===== src/hw/rtl/scancode_to_ascii_fifo_assert.svh =====
// assertion macros used by the keyboard queue rtl
`ifndef SCANCODE_TO_ASCII_FIFO_ASSERT_SVH
`define SCANCODE_TO_ASCII_FIFO_ASSERT_SVH

// same-cycle implication, disabled during reset
`define STA_ASSERT_NOW(label, clk, rst, ante, cons) \
   label: assert property (@(posedge clk) disable iff (rst) (ante) |-> (cons)) \
      else $error("keyboard queue check failed");

// next-cycle implication, disabled during reset
`define STA_ASSERT_NEXT(label, clk, rst, ante, cons) \
   label: assert property (@(posedge clk) disable iff (rst) (ante) |=> (cons)) \
      else $error("keyboard queue check failed");

`endif


===== src/hw/rtl/sta_pkg.sv =====
package sta_pkg;

   // character queue
   localparam int QUEUE_DEPTH = 128;
   localparam int PTR_W       = $clog2(QUEUE_DEPTH);
   localparam int CNT_W       = $clog2(QUEUE_DEPTH + 1);
   localparam int CHAR_W      = 7;

   // command queue between front and back
   localparam int CMDQ_DEPTH  = 2;
   localparam int CMDQ_PTR_W  = $clog2(CMDQ_DEPTH);
   localparam int CMDQ_CNT_W  = $clog2(CMDQ_DEPTH + 1);

   // controller status and scancode decoding
   localparam logic READY_MASK = 1'b1;
   localparam int   TABLE_SIZE = 58;
   localparam int   IDX_W      = $clog2(TABLE_SIZE);

   typedef enum logic [0:0] {
      OP_READ = 1'b0,
      OP_POLL = 1'b1
   } op_type;

   typedef enum logic [0:0] {
      CMD_PUSH = 1'b0,
      CMD_POLL = 1'b1
   } cmd_kind_type;

   typedef struct packed {
      cmd_kind_type      kind;
      logic [CHAR_W-1:0] ch;
   } cmd_type;

   typedef enum logic [0:0] {
      BK_IDLE = 1'b0,
      BK_READ = 1'b1
   } bk_state_type;

   // set-1 make codes to ascii, zero where no character
   localparam logic [CHAR_W-1:0] SET1_ASCII [TABLE_SIZE] = '{
      7'h00, 7'h00, 7'h31, 7'h32, 7'h33, 7'h34, 7'h35, 7'h36, 7'h37, 7'h38,
      7'h39, 7'h30, 7'h2d, 7'h3d, 7'h00, 7'h00, 7'h71, 7'h77, 7'h65, 7'h72,
      7'h74, 7'h79, 7'h75, 7'h69, 7'h6f, 7'h70, 7'h5b, 7'h5d, 7'h0a, 7'h00,
      7'h61, 7'h73, 7'h64, 7'h66, 7'h67, 7'h68, 7'h6a, 7'h6b, 7'h6c, 7'h3b,
      7'h27, 7'h60, 7'h00, 7'h5c, 7'h7a, 7'h78, 7'h63, 7'h76, 7'h62, 7'h6e,
      7'h6d, 7'h2c, 7'h2e, 7'h2f, 7'h00, 7'h2a, 7'h00, 7'h20
   };

endpackage


===== src/hw/rtl/sta_ram.sv =====
module sta_ram #(
   parameter int WIDTH = 8,
   parameter int DEPTH = 16
) (
   input  logic                     clock,
   input  logic                     wr_en,
   input  logic [$clog2(DEPTH)-1:0] wr_addr,
   input  logic [WIDTH-1:0]         wr_data,
   input  logic                     rd_en,
   input  logic [$clog2(DEPTH)-1:0] rd_addr,
   output logic [WIDTH-1:0]         rd_data
);

   logic [WIDTH-1:0] mem_ff [DEPTH];
   logic [WIDTH-1:0] rd_data_ff;

   always_ff @(posedge clock) begin
      if (wr_en) begin
         mem_ff[wr_addr] <= wr_data;
      end
      if (rd_en) begin
         rd_data_ff <= mem_ff[rd_addr];
      end
   end

   assign rd_data = rd_data_ff;

endmodule


===== src/hw/rtl/sta_front.sv =====
module sta_front (
   input  logic            req_valid,
   output logic            req_ready,
   input  logic            req_operation,
   input  logic            req_data_ready,
   input  logic [7:0]      req_scancode,
   output logic            cmd_valid,
   input  logic            cmd_ready,
   output sta_pkg::cmd_type cmd
);

   import sta_pkg::*;

   logic              in_table;
   logic [CHAR_W-1:0] mapped;
   logic              is_poll;

   // make codes inside the table only; break codes have bit 7 set
   assign in_table = ((req_data_ready & READY_MASK) != 1'b0)
                     && (req_scancode < 8'(TABLE_SIZE));
   assign mapped   = in_table ? SET1_ASCII[req_scancode[IDX_W-1:0]] : '0;
   assign is_poll  = (op_type'(req_operation) == OP_POLL);

   assign req_ready = cmd_ready;
   assign cmd_valid = req_valid && (is_poll || (mapped != '0));

   always_comb begin
      cmd.kind = is_poll ? CMD_POLL : CMD_PUSH;
      cmd.ch   = mapped;
   end

endmodule


===== src/hw/rtl/sta_cmdq.sv =====
module sta_cmdq (
   input  logic             clock,
   input  logic             reset,
   input  logic             in_valid,
   output logic             in_ready,
   input  sta_pkg::cmd_type in_cmd,
   output logic             out_valid,
   input  logic             out_ready,
   output sta_pkg::cmd_type out_cmd
);

   import sta_pkg::*;

   cmd_type               slot_ff [CMDQ_DEPTH];
   logic [CMDQ_PTR_W-1:0] wr_ptr_ff, wr_ptr_in;
   logic [CMDQ_PTR_W-1:0] rd_ptr_ff, rd_ptr_in;
   logic [CMDQ_CNT_W-1:0] cnt_ff, cnt_in;
   logic                  push, pop;

   assign in_ready  = (cnt_ff != CMDQ_CNT_W'(CMDQ_DEPTH));
   assign out_valid = (cnt_ff != '0);
   assign out_cmd   = slot_ff[rd_ptr_ff];
   assign push      = in_valid && in_ready;
   assign pop       = out_valid && out_ready;

   always_comb begin
      wr_ptr_in = wr_ptr_ff;
      rd_ptr_in = rd_ptr_ff;
      cnt_in    = cnt_ff;
      if (push) begin
         wr_ptr_in = (wr_ptr_ff == CMDQ_PTR_W'(CMDQ_DEPTH - 1)) ? '0 : wr_ptr_ff + 1'b1;
      end
      if (pop) begin
         rd_ptr_in = (rd_ptr_ff == CMDQ_PTR_W'(CMDQ_DEPTH - 1)) ? '0 : rd_ptr_ff + 1'b1;
      end
      if (push && !pop) begin
         cnt_in = cnt_ff + 1'b1;
      end else if (pop && !push) begin
         cnt_in = cnt_ff - 1'b1;
      end
   end

   always_ff @(posedge clock) begin
      if (reset) begin
         wr_ptr_ff <= '0;
         rd_ptr_ff <= '0;
         cnt_ff    <= '0;
      end else begin
         wr_ptr_ff <= wr_ptr_in;
         rd_ptr_ff <= rd_ptr_in;
         cnt_ff    <= cnt_in;
      end
   end

   always_ff @(posedge clock) begin
      if (push) begin
         slot_ff[wr_ptr_ff] <= in_cmd;
      end
   end

endmodule


===== src/hw/rtl/sta_back.sv =====
module sta_back (
   input  logic                      clock,
   input  logic                      reset,
   input  logic                      cmd_valid,
   output logic                      cmd_ready,
   input  sta_pkg::cmd_type          cmd,
   output logic                      rsp_valid,
   input  logic                      rsp_ready,
   output logic [sta_pkg::CHAR_W-1:0] rsp_ascii_char,
   output logic                      rsp_char_valid
);

   import sta_pkg::*;

   bk_state_type      state_ff, state_in;
   logic [PTR_W-1:0]  head_ff, head_in;
   logic [PTR_W-1:0]  tail_ff, tail_in;
   logic [CNT_W-1:0]  count_ff, count_in;
   logic              rsp_valid_ff, rsp_valid_in;
   logic [CHAR_W-1:0] rsp_char_ff, rsp_char_in;
   logic              rsp_cv_ff, rsp_cv_in;
   logic [CHAR_W-1:0] rd_data;

   logic rsp_free, take, is_poll, push_do, pop_do, empty_poll;

   assign is_poll    = (cmd.kind == CMD_POLL);
   assign take       = cmd_valid && cmd_ready;
   assign push_do    = take && !is_poll && (count_ff != CNT_W'(QUEUE_DEPTH));
   assign pop_do     = take && is_poll && (count_ff != '0);
   assign empty_poll = take && is_poll && (count_ff == '0);

   sta_ram #(
      .WIDTH(CHAR_W),
      .DEPTH(QUEUE_DEPTH)
   ) u_store (
      .clock  (clock),
      .wr_en  (push_do),
      .wr_addr(tail_ff),
      .wr_data(cmd.ch),
      .rd_en  (pop_do),
      .rd_addr(head_ff),
      .rd_data(rd_data)
   );

   // next state
   always_comb begin
      state_in = state_ff;
      unique case (state_ff)
         BK_IDLE: if (pop_do) state_in = BK_READ;
         BK_READ: state_in = BK_IDLE;
         default: state_in = BK_IDLE;
      endcase
   end

   // outputs and datapath
   always_comb begin
      rsp_free     = !rsp_valid_ff || rsp_ready;
      cmd_ready    = (state_ff == BK_IDLE) && rsp_free;
      head_in      = head_ff;
      tail_in      = tail_ff;
      count_in     = count_ff;
      rsp_valid_in = rsp_valid_ff && !rsp_ready;
      rsp_char_in  = rsp_char_ff;
      rsp_cv_in    = rsp_cv_ff;
      if (push_do) begin
         tail_in  = (tail_ff == PTR_W'(QUEUE_DEPTH - 1)) ? '0 : tail_ff + 1'b1;
         count_in = count_ff + 1'b1;
      end
      if (pop_do) begin
         head_in  = (head_ff == PTR_W'(QUEUE_DEPTH - 1)) ? '0 : head_ff + 1'b1;
         count_in = count_ff - 1'b1;
      end
      priority if (state_ff == BK_READ) begin
         rsp_valid_in = 1'b1;
         rsp_char_in  = rd_data;
         rsp_cv_in    = 1'b1;
      end else if (empty_poll) begin
         rsp_valid_in = 1'b1;
         rsp_char_in  = '0;
         rsp_cv_in    = 1'b0;
      end else begin
         rsp_char_in  = rsp_char_ff;
      end
   end

   always_ff @(posedge clock) begin
      if (reset) begin
         state_ff     <= BK_IDLE;
         head_ff      <= '0;
         tail_ff      <= '0;
         count_ff     <= '0;
         rsp_valid_ff <= 1'b0;
      end else begin
         state_ff     <= state_in;
         head_ff      <= head_in;
         tail_ff      <= tail_in;
         count_ff     <= count_in;
         rsp_valid_ff <= rsp_valid_in;
      end
   end

   always_ff @(posedge clock) begin
      rsp_char_ff <= rsp_char_in;
      rsp_cv_ff   <= rsp_cv_in;
   end

   assign rsp_valid      = rsp_valid_ff;
   assign rsp_ascii_char = rsp_char_ff;
   assign rsp_char_valid = rsp_cv_ff;

endmodule


===== src/hw/rtl/scancode_to_ascii_fifo.sv =====
// keyboard scancode translator with a character queue. an item is either a
// controller read (operation 0) carrying the status ready bit and a set-1
// scancode, or a poll (operation 1). a read with ready set and a make code
// that maps to a character appends it to a 128-entry queue, dropped when the
// queue is full; reads give no result. each poll gives one result: the
// oldest character with char_valid 1, or 0 with char_valid 0 when empty.
// the front decodes the scancode combinationally through a constant table
// and hands a command to a two-entry queue; the back runs the ring buffer.
// reads and empty polls finish in the idle state; a poll that finds a
// character goes on to a read state, as the store is a ram with a registered
// read port. the queue is empty right after reset, with no clearing pass.
module scancode_to_ascii_fifo (
   input  logic                      clock,
   input  logic                      reset,
   input  logic                      req_valid,
   output logic                      req_ready,
   input  logic                      req_operation,
   input  logic                      req_data_ready,
   input  logic [7:0]                req_scancode,
   output logic                      rsp_valid,
   input  logic                      rsp_ready,
   output logic [sta_pkg::CHAR_W-1:0] rsp_ascii_char,
   output logic                      rsp_char_valid
);

   import sta_pkg::*;

   `include "scancode_to_ascii_fifo_assert.svh"

   // front to command queue
   logic    fq_valid, fq_ready;
   cmd_type fq_cmd;

   // command queue to back
   logic    qb_valid, qb_ready;
   cmd_type qb_cmd;

   // decode: drops reads that carry no character
   sta_front u_front (
      .req_valid     (req_valid),
      .req_ready     (req_ready),
      .req_operation (req_operation),
      .req_data_ready(req_data_ready),
      .req_scancode  (req_scancode),
      .cmd_valid     (fq_valid),
      .cmd_ready     (fq_ready),
      .cmd           (fq_cmd)
   );

   // short queue lets the front keep taking items while the back waits on ram
   sta_cmdq u_cmdq (
      .clock    (clock),
      .reset    (reset),
      .in_valid (fq_valid),
      .in_ready (fq_ready),
      .in_cmd   (fq_cmd),
      .out_valid(qb_valid),
      .out_ready(qb_ready),
      .out_cmd  (qb_cmd)
   );

   // ring buffer, character store and result register
   sta_back u_back (
      .clock         (clock),
      .reset         (reset),
      .cmd_valid     (qb_valid),
      .cmd_ready     (qb_ready),
      .cmd           (qb_cmd),
      .rsp_valid     (rsp_valid),
      .rsp_ready     (rsp_ready),
      .rsp_ascii_char(rsp_ascii_char),
      .rsp_char_valid(rsp_char_valid)
   );

   // an empty poll returns a zero character
   `STA_ASSERT_NOW(a_empty_is_zero, clock, reset,
      rsp_valid && !rsp_char_valid, rsp_ascii_char == '0)

   // a dequeued character is never zero, since zero codes are not queued
   `STA_ASSERT_NOW(a_char_nonzero, clock, reset,
      rsp_valid && rsp_char_valid, rsp_ascii_char != '0)

   // the back takes no command while a result is stalled
   `STA_ASSERT_NOW(a_no_take_on_stall, clock, reset,
      rsp_valid && !rsp_ready, !(qb_valid && qb_ready))

   // a stalled result stays on the port
   `STA_ASSERT_NEXT(a_rsp_hold, clock, reset,
      rsp_valid && !rsp_ready, rsp_valid && $stable(rsp_ascii_char))

endmodule

===== config.mk =====
export PLATFORM = sky130hd
export DESIGN_NAME = scancode_to_ascii_fifo
export DESIGN_NICKNAME = d
export VERILOG_FILES = /design/src/hw/rtl/sta_pkg.sv /design/src/hw/rtl/sta_ram.sv /design/src/hw/rtl/sta_front.sv /design/src/hw/rtl/sta_cmdq.sv /design/src/hw/rtl/sta_back.sv /design/src/hw/rtl/scancode_to_ascii_fifo.sv
export VERILOG_INCLUDE_DIRS = /design/src /design/src/hw/rtl
export SDC_FILE = /design/constraint.sdc
export NUM_CORES = 1
export LEC_CHECK = 0
export ABC_AREA = 0
export BUFFER_PORTS_ARGS = -buffer_cell sky130_fd_sc_hd__clkbuf_2
export CORE_MARGIN = 2
export CORE_UTILIZATION = 45
export CTS_CLUSTER_SIZE = 30
export DETAILED_ROUTE_END_ITERATION = 10
export SYNTH_ARGS = -nofsm -noshare
export SYNTH_HDL_FRONTEND = slang
export SYNTH_HIERARCHICAL = 1
export SYNTH_SLANG_ARGS = --single-unit

===== constraint.sdc =====
create_clock -name clock -period 4.5 [get_ports clock]
set_input_delay 0.225 -clock clock [delete_from_list [all_inputs] [get_ports clock]]
set_output_delay 0.225 -clock clock [all_outputs]
set_load 0.005 [all_outputs]

==> qor.txt <==
Synth area leaders - edfxtp_1 (73%), mux4_2 (17%), dfxtp_1 (1.6%), nor2_1 (1.5%), ha_1 (0.52%)
Via Count - 18.4k
Num ports - 24
Final setup vio count - 0
Share of cells above drive strength 1 - 0.275
DIE WIDTH - 296 µm
I/O Buffers - 23
Internal - 17.2 mW
CTS H-tree lvls - 3
WL final - 86400 µm
Yosys top cell area share - 0.727
Worst-skew pair later-pin latency - 0.67 ns
Crit path top cell by count - buf_4
Dpl hpwl - 54200 µm
Pwr dens - 534 nW/µm²
Multi-input logic area - 9330 µm²
Status - finished, final reports clean
Fin crit share - 0.781
Mean Syn Cell Area - 21.0 µm²
Area Overhead vs Synth - 12.9%
Sw Pwr - 5.90 mW
Net Count, Synth - 1850
Syn Inst Count - 1820
Worst EP arrival - 3.78 ns
Max Clock Skew - 0.0273 ns
Max Cap Violations - 0
Highest metal used - met4
Async SR Flop Fraction - 0
Met3 routed WL - 5920 µm
Largest net degree at the start of global routing - 102
Detail Route Antenna Nets - 0
Hold WC Path Type - primary input to register
Slew @ Worst Pin - 1.24 ns
Post_cts resized - 0
Routed vias/inst - 5.92
# rows - 106
Worst vdd ir - 0.367 mV
Post-synth cell types - 72
Clock buffer depth - 3
Setup Buffers After CTS - 0
Initial Utilization - 0.456
Global-route wire length before repair - 127000 µm
Final hold vios - 0
Worst-path cell chain - buf_4 > mux2_2 > nor3b_2 > buf_4 > nand2_1 > inv_2 > nand3_1 > nor3_1
Final GP Congestion - 0.830
Syn. warnings - 6
Main synth FF type - edfxtp_1
Static Leak - 13.0 nW
Nets - 1926
DRC viols - 0
Post-synthesis register bit count - 956
Fin crit period - 3.51 ns
Flop pwr share - 0.465
Critical Path Start Type - register
CTS Sinks - 956
DRT iter0 DRCs - 1703
GR Overflow Total - 0
Core area - 84000 µm²
Area leader, netlist - edfxtp_1
CTS tree - done
TritonRoute pass-1 iters - 5
Per-cell routed wire length - 27.8 µm
Worst-path fanout max - 15
F_max - 285 MHz
Endpoint class of the critical path - register
Cts bufs inserted - 97
Most common cell in the netlist - edfxtp_1
Normalized max-slew margin - 0.176
CP required - 4.76 ns
Sw frac - 0.256
Met2 wire length - 41800 µm
Sequential share of the synthesized area - 0.743
Wire length on met1 - 36400 µm
Mapped cell area - 38300 µm²
Worst-path clk slew - 0.06 ns
Top cells by count, synth - edfxtp_1 (926), mux4_2 (295), nor2_1 (157)
Crit path max-delay cell type - nor3_1
Finished Core Util - 0.514
Fill cell total of the finished layout - 6497
Max stage delay on crit path - 0.98 ns
Root buffer cell - clkbuf_16
Vias in the first global route - 18.6k
RSZ-0062 raised after global routing - false
FF/Latch Area - 28400 µm²
Logic pwr share - 0.180
Initial antenna violation count - 1
Vert. Die Dim - 296 µm
Slew Viols, Final - 0
Clock power share - 0.355
Setup TNS - 0 ns
Die area - 87400 µm²
All-Layer GR Usage - 0.202
Post-synth EDFFs - 926
Critical path class - register to register
[cell usage in the layout, fill, tap and decap left out, types with 13 or more instances in the layout]
master	Yosys	layout
nand2_1	42	42
ha_1	16	16
nand3_1	22	22
clkinv_1	0	24
nor3_1	16	16
buf_4	20	38
clkbuf_1	52	20
o21ai_0	13	13
clkbuf_16	0	100
dfxtp_1	30	26
edfxtp_1	926	926
a21oi_1	27	27
bufinv_16	0	14
nor2_1	157	157
mux4_2	295	295
clkbuf_2	0	23
buf_12	0	13
[cells by family (layout without fill, tap and decap cells)]
| group | count (synthesis) | in the layout | synth area share |
|---|---|---|---|
| DFF | 956 | 956 | 0.743 |
| buffers and inverters | 116 | 271 | 0.0143 |
| and+or+nand+nor | 314 | 314 | 0.0391 |
| adders and majority gates | 16 | 16 | 0.00523 |
| muxes | 322 | 322 | 0.181 |
| AOI/OAI and AO/OA | 85 | 85 | 0.0150 |
| xor gates and xnor gates | 11 | 11 | 0.00252 |
| other | 0 | 2 | 0 |
[per-layer routing]
metal | GRT usage | vias to the layer above
li1 | - | 7753
met1 | 0.278 | 9913
met2 | 0.324 | 620
met3 | 0.0453 | 123
met4 | 0.0635 | 0
met5 | 0 | -
[flip-flops by register name (all words and copies together), names as in the netlist, named ones only]
| signal | count |
|---|---|
| u_back/tail_ff | 7 |
| u_back/state_ff | 1 |
| u_cmdq/wr_ptr_ff | 1 |
| u_cmdq/cnt_ff | 2 |
| u_back/u_store/mem_ff | 896 |
| u_back/rsp_ascii_char | 7 |
| u_back/head_ff | 7 |
| u_back/u_store/rd_data | 7 |
| u_cmdq/slot_ff | 16 |
| u_cmdq/rd_ptr_ff | 1 |
| u_back/rsp_char_valid | 1 |
| u_back/rsp_valid | 1 |
| u_back/count_ff | 8 |
[critical path, delay by kind of cell (launching register included)]
family | cells | cell delay [ns]
simple gates | 4 | 1.75
flops | 1 | 0.30
buf+inv | 3 | 0.62
mux | 1 | 0.44
[metrics by stage]
stage	setup WS, ns	instance area, µm²	hold slack (ns)	cells	power (mW)
final	0.987	43200	0.0327	3111	23.1
after global routing	0.709	43200	0.0653	3109	23.9
after CTS	1.01	43200	0.0206	3109	23.3
after detailed placement	0.969	39900	0.455	2928	15.1
after global placement	1.03	39900	0.440	2928	15.1
after floorplan	1.27	38300	0.294	1820	13.6
[layout make-up]
type / instances / area share
Clock inverter: 58 / 0.0156
Timing Repair Buffer: 77 / 0.0160
Antenna cell: 2 / 0.000116
Clock buffer: 120 / 0.0597
Tap cell: 1134 / 0.0329
Multi-Input combinational cell: 748 / 0.216
Inverter: 16 / 0.00145
Sequential cell: 956 / 0.658
[power by group through the flow]
stage / sequential, mW / clock [mW] / combinational, mW
CTS: 10.7 / 8.36 / 4.23
global placement: 10.9 / 0 / 4.16
global route: 10.7 / 8.69 / 4.47
finish: 10.7 / 8.18 / 4.16
detailed placement: 10.9 / 0 / 4.23
floorplan: 10.9 / 0 / 2.78
[repair_timing]
action | CTS | global route
setup endpoints to repair | 0 | 0
hold buffers | 3 | 0
endpoints found under the hold margin | 4 | 0
[final timing paths]
kind	start	to	slack (ns)	cells past startpoint
max	register	u_back/u_store/mem_ff[86][1]	0.99	8
max reg2reg	register	u_back/u_store/mem_ff[86][1]	0.99	8
min reg2reg	u_back/rsp_char_valid	u_back/rsp_char_valid	0.47	1
min	rsp_ready	u_back/rsp_valid	0.03	4
Note: power is estimated with default switching activity, not from simulation.
